[src/rtl/jsu_pkg.sv]
`timescale 1ns / 1ps
// shared types, codes and helper functions for the json string unescaper
package jsu_pkg;

    // decoder modes
    localparam logic [2:0] MODE_IDLE   = 3'd0;
    localparam logic [2:0] MODE_TEXT   = 3'd1;
    localparam logic [2:0] MODE_ESC    = 3'd2;
    localparam logic [2:0] MODE_HEX1   = 3'd3;
    localparam logic [2:0] MODE_SUR_BS = 3'd4;
    localparam logic [2:0] MODE_SUR_U  = 3'd5;
    localparam logic [2:0] MODE_HEX2   = 3'd6;

    // error codes
    localparam logic [1:0] ERR_NONE    = 2'd0;
    localparam logic [1:0] ERR_BAD_HEX = 2'd1;
    localparam logic [1:0] ERR_BAD_SUR = 2'd2;
    localparam logic [1:0] ERR_UNTERM  = 2'd3;

    // characters
    localparam logic [7:0] CH_NUL    = 8'h00;
    localparam logic [7:0] CH_QUOTE  = 8'h22;
    localparam logic [7:0] CH_SLASH  = 8'h2f;
    localparam logic [7:0] CH_BSLASH = 8'h5c;
    localparam logic [7:0] CH_B      = 8'h62;
    localparam logic [7:0] CH_F      = 8'h66;
    localparam logic [7:0] CH_N      = 8'h6e;
    localparam logic [7:0] CH_R      = 8'h72;
    localparam logic [7:0] CH_T      = 8'h74;
    localparam logic [7:0] CH_U      = 8'h75;
    localparam logic [7:0] CH_BS_OUT = 8'h08;
    localparam logic [7:0] CH_FF_OUT = 8'h0c;
    localparam logic [7:0] CH_LF_OUT = 8'h0a;
    localparam logic [7:0] CH_CR_OUT = 8'h0d;
    localparam logic [7:0] CH_HT_OUT = 8'h09;

    localparam logic [15:0] SUR_MASK = 16'hfc00;
    localparam logic [15:0] SUR_HIGH = 16'hd800;
    localparam logic [15:0] SUR_LOW  = 16'hdc00;
    localparam logic [20:0] SUPP_BASE = 21'h10000;

    typedef struct packed {
        logic [7:0] in_byte;
        logic       start_req;
    } t_in;

    typedef struct packed {
        logic [7:0] out_byte;
        logic       has_byte;
        logic       last;
        logic       string_end;
        logic [1:0] error_code;
    } t_out;

    // all results caused by one input transaction
    typedef struct packed {
        logic [2:0]      cnt;
        logic [3:0][7:0] bytes;
        logic            string_end;
        logic [1:0]      error_code;
    } t_bundle;

    typedef struct packed {
        logic       ok;
        logic [3:0] val;
    } t_hex;

    function automatic t_hex hex_value(input logic [7:0] c);
        t_hex h;
        h.ok  = 1'b1;
        h.val = 4'd0;
        if (c >= 8'h30 && c <= 8'h39) begin
            h.val = 4'(c - 8'h30);
        end else if (c >= 8'h61 && c <= 8'h66) begin
            h.val = 4'(c - 8'h57);
        end else if (c >= 8'h41 && c <= 8'h46) begin
            h.val = 4'(c - 8'h37);
        end else begin
            h.ok = 1'b0;
        end
        return h;
    endfunction

    function automatic t_bundle utf8_encode(input logic [20:0] cp);
        t_bundle b;
        b = '0;
        if (cp < 21'h80) begin
            b.cnt      = 3'd1;
            b.bytes[0] = cp[7:0];
        end else if (cp < 21'h800) begin
            b.cnt      = 3'd2;
            b.bytes[0] = {3'b110, cp[10:6]};
            b.bytes[1] = {2'b10, cp[5:0]};
        end else if (cp < 21'h10000) begin
            b.cnt      = 3'd3;
            b.bytes[0] = {4'b1110, cp[15:12]};
            b.bytes[1] = {2'b10, cp[11:6]};
            b.bytes[2] = {2'b10, cp[5:0]};
        end else begin
            b.cnt      = 3'd4;
            b.bytes[0] = {5'b11110, cp[20:18]};
            b.bytes[1] = {2'b10, cp[17:12]};
            b.bytes[2] = {2'b10, cp[11:6]};
            b.bytes[3] = {2'b10, cp[5:0]};
        end
        return b;
    endfunction

endpackage

[src/rtl/jsu_decode.sv]
`timescale 1ns / 1ps
// escape state machine: decodes one input byte into a bundle of results
module jsu_decode (
    input  logic             i_clk,
    input  logic             i_rst_n,
    input  logic             i_accept,
    input  jsu_pkg::t_in     i_in,
    output jsu_pkg::t_bundle o_bundle
);

    logic [2:0]  r_mode, n_mode;
    logic [15:0] r_hex, n_hex;
    logic [1:0]  r_dcnt, n_dcnt;
    logic [9:0]  r_hs, n_hs;

    logic [2:0]  mode_eff;
    logic [15:0] hex_eff;
    logic [1:0]  dcnt_eff;
    logic [9:0]  hs_eff;
    logic [7:0]  c;
    logic [15:0] acc;
    jsu_pkg::t_hex    hv;
    jsu_pkg::t_bundle b;

    always_comb begin
        c        = i_in.in_byte;
        // a start request behaves as a reset followed by text mode
        mode_eff = i_in.start_req ? jsu_pkg::MODE_TEXT : r_mode;
        hex_eff  = i_in.start_req ? 16'd0 : r_hex;
        dcnt_eff = i_in.start_req ? 2'd0 : r_dcnt;
        hs_eff   = i_in.start_req ? 10'd0 : r_hs;
        hv       = jsu_pkg::hex_value(c);
        acc      = {hex_eff[11:0], hv.val};

        n_mode = mode_eff;
        n_hex  = hex_eff;
        n_dcnt = dcnt_eff;
        n_hs   = hs_eff;
        b      = '0;

        case (mode_eff)
            jsu_pkg::MODE_TEXT: begin
                if (c == jsu_pkg::CH_NUL) begin
                    b.cnt        = 3'd1;
                    b.error_code = jsu_pkg::ERR_UNTERM;
                    n_mode       = jsu_pkg::MODE_IDLE;
                end else if (c == jsu_pkg::CH_QUOTE) begin
                    b.cnt        = 3'd1;
                    b.string_end = 1'b1;
                    n_mode       = jsu_pkg::MODE_IDLE;
                end else if (c == jsu_pkg::CH_BSLASH) begin
                    n_mode = jsu_pkg::MODE_ESC;
                end else begin
                    b.cnt      = 3'd1;
                    b.bytes[0] = c;
                end
            end
            jsu_pkg::MODE_ESC: begin
                n_mode = jsu_pkg::MODE_TEXT;
                b.cnt  = 3'd1;
                case (c)
                    jsu_pkg::CH_BSLASH,
                    jsu_pkg::CH_SLASH,
                    jsu_pkg::CH_QUOTE: b.bytes[0] = c;
                    jsu_pkg::CH_B:     b.bytes[0] = jsu_pkg::CH_BS_OUT;
                    jsu_pkg::CH_F:     b.bytes[0] = jsu_pkg::CH_FF_OUT;
                    jsu_pkg::CH_N:     b.bytes[0] = jsu_pkg::CH_LF_OUT;
                    jsu_pkg::CH_R:     b.bytes[0] = jsu_pkg::CH_CR_OUT;
                    jsu_pkg::CH_T:     b.bytes[0] = jsu_pkg::CH_HT_OUT;
                    jsu_pkg::CH_U: begin
                        b.cnt  = 3'd0;
                        n_mode = jsu_pkg::MODE_HEX1;
                        n_hex  = 16'd0;
                        n_dcnt = 2'd0;
                    end
                    jsu_pkg::CH_NUL: begin
                        b.error_code = jsu_pkg::ERR_UNTERM;
                        n_mode       = jsu_pkg::MODE_IDLE;
                    end
                    default: begin
                        // unknown escape keeps its backslash
                        b.cnt      = 3'd2;
                        b.bytes[0] = jsu_pkg::CH_BSLASH;
                        b.bytes[1] = c;
                    end
                endcase
            end
            jsu_pkg::MODE_HEX1,
            jsu_pkg::MODE_HEX2: begin
                if (!hv.ok) begin
                    b.cnt        = 3'd1;
                    b.error_code = (mode_eff == jsu_pkg::MODE_HEX1) ?
                                   jsu_pkg::ERR_BAD_HEX : jsu_pkg::ERR_BAD_SUR;
                    n_mode       = jsu_pkg::MODE_IDLE;
                end else begin
                    n_hex = acc;
                    if (dcnt_eff != 2'd3) begin
                        n_dcnt = dcnt_eff + 2'd1;
                    end else begin
                        n_dcnt = 2'd0;
                        if (mode_eff == jsu_pkg::MODE_HEX1) begin
                            if ((acc & jsu_pkg::SUR_MASK) == jsu_pkg::SUR_HIGH) begin
                                n_hs   = acc[9:0];
                                n_mode = jsu_pkg::MODE_SUR_BS;
                            end else begin
                                b      = jsu_pkg::utf8_encode({5'd0, acc});
                                n_mode = jsu_pkg::MODE_TEXT;
                            end
                        end else if ((acc & jsu_pkg::SUR_MASK) != jsu_pkg::SUR_LOW) begin
                            b.cnt        = 3'd1;
                            b.error_code = jsu_pkg::ERR_BAD_SUR;
                            n_mode       = jsu_pkg::MODE_IDLE;
                        end else begin
                            b      = jsu_pkg::utf8_encode(jsu_pkg::SUPP_BASE +
                                                          {1'b0, hs_eff, acc[9:0]});
                            n_mode = jsu_pkg::MODE_TEXT;
                        end
                    end
                end
            end
            jsu_pkg::MODE_SUR_BS: begin
                if (c == jsu_pkg::CH_BSLASH) begin
                    n_mode = jsu_pkg::MODE_SUR_U;
                end else begin
                    b.cnt        = 3'd1;
                    b.error_code = jsu_pkg::ERR_BAD_SUR;
                    n_mode       = jsu_pkg::MODE_IDLE;
                end
            end
            jsu_pkg::MODE_SUR_U: begin
                if (c == jsu_pkg::CH_U) begin
                    n_mode = jsu_pkg::MODE_HEX2;
                    n_hex  = 16'd0;
                    n_dcnt = 2'd0;
                end else begin
                    b.cnt        = 3'd1;
                    b.error_code = jsu_pkg::ERR_BAD_SUR;
                    n_mode       = jsu_pkg::MODE_IDLE;
                end
            end
            default: begin
                n_mode = jsu_pkg::MODE_IDLE;
            end
        endcase
        o_bundle = b;
    end

    always_ff @(posedge i_clk) begin
        if (!i_rst_n) begin
            r_mode <= jsu_pkg::MODE_IDLE;
            r_hex  <= 16'd0;
            r_dcnt <= 2'd0;
            r_hs   <= 10'd0;
        end else if (i_accept) begin
            r_mode <= n_mode;
            r_hex  <= n_hex;
            r_dcnt <= n_dcnt;
            r_hs   <= n_hs;
        end
    end

    property p_idle_silent;
        @(posedge i_clk) disable iff (!i_rst_n)
        (r_mode == jsu_pkg::MODE_IDLE && !i_in.start_req) |-> (o_bundle.cnt == 3'd0);
    endproperty
    a_idle_silent: assert property (p_idle_silent)
        else $error("idle decoder produced results");

    property p_status_single;
        @(posedge i_clk) disable iff (!i_rst_n)
        (o_bundle.string_end || o_bundle.error_code != jsu_pkg::ERR_NONE)
            |-> (o_bundle.cnt == 3'd1);
    endproperty
    a_status_single: assert property (p_status_single)
        else $error("status result not alone in its bundle");

    property p_err_to_idle;
        @(posedge i_clk) disable iff (!i_rst_n)
        (i_accept && o_bundle.error_code != jsu_pkg::ERR_NONE)
            |=> (r_mode == jsu_pkg::MODE_IDLE);
    endproperty
    a_err_to_idle: assert property (p_err_to_idle)
        else $error("decoder left running after an error");

endmodule

[src/rtl/jsu_out.sv]
`timescale 1ns / 1ps
// result register: holds one bundle and drains it one result per transaction
module jsu_out (
    input  logic             i_clk,
    input  logic             i_rst_n,
    input  logic             i_load,
    input  jsu_pkg::t_bundle i_bundle,
    input  logic             i_out_ready,
    output logic             o_can_load,
    output logic             o_out_valid,
    output jsu_pkg::t_out    o_out
);

    logic            r_busy, n_busy;
    logic [1:0]      r_idx, n_idx;
    logic [1:0]      r_last;
    logic [3:0][7:0] r_bytes;
    logic            r_end;
    logic [1:0]      r_err;
    logic            push;
    logic            pop;
    logic            at_last;

    assign at_last     = (r_idx == r_last);
    assign pop         = r_busy && i_out_ready;
    assign push        = i_load && (i_bundle.cnt != 3'd0);
    assign o_can_load  = !r_busy || (at_last && i_out_ready);
    assign o_out_valid = r_busy;

    always_comb begin
        o_out.out_byte   = r_bytes[r_idx];
        o_out.has_byte   = !r_end && (r_err == jsu_pkg::ERR_NONE);
        o_out.last       = at_last;
        o_out.string_end = r_end;
        o_out.error_code = r_err;
    end

    always_comb begin
        n_busy = r_busy;
        n_idx  = r_idx;
        if (push) begin
            n_busy = 1'b1;
            n_idx  = 2'd0;
        end else if (pop) begin
            if (at_last) begin
                n_busy = 1'b0;
            end else begin
                n_idx = r_idx + 2'd1;
            end
        end
    end

    always_ff @(posedge i_clk) begin
        if (!i_rst_n) begin
            r_busy <= 1'b0;
            r_idx  <= 2'd0;
        end else begin
            r_busy <= n_busy;
            r_idx  <= n_idx;
        end
    end

    // payload, no reset needed
    always_ff @(posedge i_clk) begin
        if (push) begin
            r_last  <= 2'(i_bundle.cnt - 3'd1);
            r_bytes <= i_bundle.bytes;
            r_end   <= i_bundle.string_end;
            r_err   <= i_bundle.error_code;
        end
    end

    property p_load_when_free;
        @(posedge i_clk) disable iff (!i_rst_n)
        push |-> o_can_load;
    endproperty
    a_load_when_free: assert property (p_load_when_free)
        else $error("bundle loaded over undrained results");

    property p_no_early_drop;
        @(posedge i_clk) disable iff (!i_rst_n)
        (pop && !at_last) |=> (r_busy && r_idx == $past(r_idx) + 2'd1);
    endproperty
    a_no_early_drop: assert property (p_no_early_drop)
        else $error("bundle dropped before its last result");

    property p_idx_in_range;
        @(posedge i_clk) disable iff (!i_rst_n)
        r_busy |-> (r_idx <= r_last);
    endproperty
    a_idx_in_range: assert property (p_idx_in_range)
        else $error("result index beyond bundle length");

endmodule

[src/rtl/json_string_unescape_utf8.sv]
`timescale 1ns / 1ps
// top level of the json string unescaper with utf-8 output
//
//  channel  valid         ready         payload                     direction
//  input    i_in_valid    o_in_ready    i_in  (jsu_pkg::t_in)       in
//  output   o_out_valid   i_out_ready   o_out (jsu_pkg::t_out)      out
//
// one input byte per cycle is taken while the result register can load;
// its results appear in the next cycle; an input byte gives 0 to 4 results,
// drained one per cycle while the output is ready, so a byte that ends a \u
// escape holds input off; input is taken on the cycle the last result leaves
// synchronous active-low reset leaves the decoder idle until a start request
module json_string_unescape_utf8 (
    input  logic          i_clk,
    input  logic          i_rst_n,
    input  logic          i_in_valid,
    output logic          o_in_ready,
    input  jsu_pkg::t_in  i_in,
    output logic          o_out_valid,
    input  logic          i_out_ready,
    output jsu_pkg::t_out o_out
);

    logic             accept;
    logic             can_load;
    jsu_pkg::t_bundle bundle;

    assign o_in_ready = can_load;
    assign accept     = i_in_valid && can_load;

    jsu_decode u_decode (
        .i_clk    (i_clk),
        .i_rst_n  (i_rst_n),
        .i_accept (accept),
        .i_in     (i_in),
        .o_bundle (bundle)
    );

    jsu_out u_out (
        .i_clk       (i_clk),
        .i_rst_n     (i_rst_n),
        .i_load      (accept),
        .i_bundle    (bundle),
        .i_out_ready (i_out_ready),
        .o_can_load  (can_load),
        .o_out_valid (o_out_valid),
        .o_out       (o_out)
    );

endmodule

[config.mk]
export PLATFORM = sky130hd
export DESIGN_NAME = json_string_unescape_utf8
export DESIGN_NICKNAME = d
export VERILOG_FILES = /design/src/rtl/jsu_pkg.sv /design/src/rtl/jsu_decode.sv /design/src/rtl/jsu_out.sv /design/src/rtl/json_string_unescape_utf8.sv
export SDC_FILE = /design/constraint.sdc
export NUM_CORES = 1
export LEC_CHECK = 0
export BUFFER_PORTS_ARGS = -buffer_cell sky130_fd_sc_hd__clkbuf_2
export CAP_MARGIN = 40
export CORE_UTILIZATION = 45
export CTS_CLUSTER_SIZE = 8
export DETAILED_ROUTE_END_ITERATION = 12
export PLACE_DENSITY = 0.68
export SLEW_MARGIN = 10
export SYNTH_ARGS = -nofsm -noshare
export SYNTH_HDL_FRONTEND = slang
export SYNTH_SLANG_ARGS = --single-unit
export TNS_END_PERCENT = 50
[constraint.sdc]
create_clock -name i_clk -period 7.36 [get_ports i_clk]
set_input_delay 0.368 -clock i_clk [delete_from_list [all_inputs] [get_ports i_clk]]
set_output_delay 0.368 -clock i_clk [all_outputs]
set_load 0.01 [all_outputs]
==> impl_metrics.env <==
export IMPL_status="finished with violations"
export IMPL_failed_checks="design-rule violations"
export IMPL_seqCellArea_sq_um=1650
export IMPL_end_kind="flip-flop"
export IMPL_min_to="u_out.r_idx[1]"
export IMPL_r2r_cells=9
export IMPL_syn2layout_area_growth_pct=8.97
export IMPL_grt_pass1_wl_mm=18.4
export IMPL_tightest_slew_ns=0.850
export IMPL_cts_max_level=3
export IMPL_cts_tree="yes"
export IMPL_tns_ns=0
export IMPL_drt_total_wl_mm=11.7
export IMPL_firstDrtPassIters=11
export IMPL_dieWidth_um=98.3
export IMPL_syn_instance_count=443
export IMPL_arrival_ns=3.75
export IMPL_cts_setup_buffers=0
export IMPL_crit_type="flip-flop to flip-flop"
export IMPL_antenna_found_initial=0
export IMPL_core_area_sq_um=8850
export IMPL_ys_types=75
export IMPL_startpoint_type="flip-flop"
export IMPL_drtIter0Drc=485
export IMPL_place_area_sq_um=4350
export IMPL_yosysWarningCount=0
export IMPL_ys_ff_latch=65
export IMPL_period_needed_ns=3.70
export IMPL_rsz0062_at_grt="no"
export IMPL_drive_gt1_share_pct=16.2
export IMPL_cts_buffer_depth=2
export IMPL_critical_path_required_ns=7.41
export IMPL_drtAntennaViolNets=0
export IMPL_start_util_pct=47.2
export IMPL_numCtsBuffers=9
export IMPL_total_power_mw=0.862
export IMPL_fin_skew_ns=0.0104
export IMPL_grt_max_degree=32
export IMPL_nets=477
export IMPL_hold_slack_ns=0.430
export IMPL_num_antenna_cells=0
export IMPL_crit_start="u_decode.r_mode[0]"
export IMPL_cts_root_buf="clkbuf_8"
export IMPL_peakVddDrop_mv=0.0904
export IMPL_min_path_type="input pin to flip-flop"
export IMPL_cts_clk_slew_worst_paths_ns=0.07
export IMPL_synth_enable_flop_cells=35
export IMPL_post_route_period_util_pct=50.2
export IMPL_ys_flop_type="edfxtp_1"
export IMPL_async_reset_ff_share_pct=0
export IMPL_final_setup_viol_count=0
export IMPL_fin_area_sq_um=4550
export IMPL_slew_headroom_pct=41.7
export IMPL_post_cts_resized=0
export IMPL_die_y_um=98.3
export IMPL_worstReg2RegStart="u_decode.r_mode[0]"
export IMPL_ff2ff_setup_slack_ns=3.66
export IMPL_drc_errors=2
export IMPL_hpwl_mm=8.65
export IMPL_num_rows=34
export IMPL_maxCapViolCount=0
export IMPL_vias=3699
export IMPL_gp_congestion=0.956
export IMPL_fmax_ghz=0.271
export IMPL_hp_start="i_out_ready"
export IMPL_crit_path_max_fanout=21
export IMPL_insertion_delay_ns=0.35
export IMPL_num_fill_cells=839
export IMPL_post_drt_wl_per_cell_um=20.6
export IMPL_cts_sinks=65
export IMPL_drv_slew=0
export IMPL_synth_nets=463
export IMPL_synth_area_sq_um=4170
export IMPL_hold_violations=0
export IMPL_whs_path_depth=5
export IMPL_cts_hold_buf=0
export IMPL_grt_pass1_vias=3362
export IMPL_die_area_sq_um=9660
export IMPL_syn_area_per_cell_sq_um=9.42
export IMPL_r2r_end="u_out.r_bytes[25]"
export IMPL_ys_seq_area_share_pct=39.6
export IMPL_io_buffers=27
export IMPL_grt_ovfl_total=0
export IMPL_leakage_nw=1.67
export IMPL_grt_usage_pct=24.8
export IMPL_via_per_inst=6.49
export IMPL_io_pins=28
export IMPL_multi_input_area_sq_um=2330
export IMPL_power_density_nw_per_um2=189
[critical path, stage by stage, from the launching register on]
cell,delay (ns)
dfxtp_1,0.62
inv_1,0.14
or3_1,0.65
a21o_1,0.29
nand3b_1,0.26
nor2_1,0.27
a21oi_1,0.11
ha_1,0.26
a21boi_4,0.57
buf_16,0.24
[routing by layer]
layer | part of all wire [%] | routed length (um) | track usage (%) | up-vias
met3 | 8.6 | 1010 | 5.37 | 34
met4 | 3.3 | 388 | 10.3 | 0
li1 | - | - | - | 1711
met5 | 0 | 0 | 0 | -
met2 | 45 | 5300 | 38.7 | 196
met1 | 43 | 5030 | 33.3 | 1758
[per-stage QoR]
| stage | util [%] | worst slack, ns | std cells |
|---|---|---|---|
| floorplan | - | 3.82 | 443 |
| CTS | 51.4 | 3.70 | 570 |
| global route | 51.4 | 3.40 | 570 |
| finish | 51.4 | 3.66 | 570 |
| detailed placement | 49.1 | 3.52 | 554 |
| global placement | 48.7 | 3.43 | 552 |
[worst max path at each step]
stage               depth (start not counted)  slack, ns           endpoint
detailed placement                         12       3.52   u_out.r_bytes[0]
global placement                            9       3.43  u_out.r_bytes[10]
finish                                      9       3.66  u_out.r_bytes[25]
floorplan                                  11       3.82   u_out.r_bytes[0]
CTS                                         9       3.70  u_out.r_bytes[17]
global route                                9       3.40   u_out.r_bytes[6]
[power by group]
group          switching (mW)  total, mW  internal (mW)
logic                  0.0785      0.126         0.0479
clock network           0.156      0.315          0.159
registers              0.0137      0.420          0.406
total                   0.248      0.862          0.613
[cell families (layout without fill, tap and decap cells)]
group | after synthesis | count (layout) | share of synthesized area, %
flops | 65 | 65 | 39.6
xor+xnor | 9 | 9 | 1.89
buf+inv | 40 | 59 | 4.86
compound gates | 136 | 136 | 24.3
mux | 12 | 12 | 5.01
fa+ha+maj | 7 | 7 | 2.10
simple gates | 174 | 174 | 22.2
[Yosys cell counts, drive strengths merged (4+ instances only)]
library cell / instances / area (sq um)
nor2: 41 / 154
nand2: 40 / 155
edfxtp: 35 / 1050
dfxtp: 30 / 601
o21ai: 24 / 120
a21oi: 23 / 115
buf: 19 / 124
nor2b: 18 / 113
nand3: 14 / 70.1
nor3: 14 / 75.1
a32o: 12 / 120
a21o: 11 / 82.6
inv: 11 / 41.3
and2: 10 / 62.6
clkbuf: 10 / 37.5
ha: 7 / 87.6
mux4: 7 / 158
a22o: 6 / 52.6
nand2b: 6 / 52.6
a22oi: 5 / 37.5
a32oi: 5 / 43.8
nor3b: 5 / 42.5
o22ai: 5 / 31.3
xor2: 5 / 43.8
and3b: 4 / 35.0
mux2i: 4 / 40.0
o31ai: 4 / 30.0
or3: 4 / 25.0
xnor2: 4 / 35.0
[cell usage in the layout (no fill, tap or decap), types with 6 or more instances in the layout]
cell	n
nor2_1	41
nand2_1	38
edfxtp_1	35
dfxtp_1	30
clkbuf_2	27
a21oi_1	23
o21ai_0	22
nor2b_1	18
nand3_1	14
nor3_1	13
a32o_1	12
inv_1	11
a21o_1	11
and2_1	10
clkbuf_8	9
mux4_2	7
ha_1	7
a22o_1	6
[area by class of cell]
type	instances	area share, %
inverter	11	0.908
clock buffer	9	2.72
sequential	65	36.3
tap	108	2.97
clock inverter	7	1.68
multi-input combinational	338	51.2
timing repair buffer	32	4.24
[sequential cells by signal (all words and copies together), names as in the netlist]
register and flops:
u_out.r_bytes 30, u_decode.r_hex 12, u_decode.r_hs 10, u_decode.r_mode 3, u_decode.r_dcnt 2, u_out.r_err 2
u_out.r_idx 2, u_out.r_last 2, u_out.o_out_valid 1, u_out.r_end 1
(Power assumes the default switching activity.)
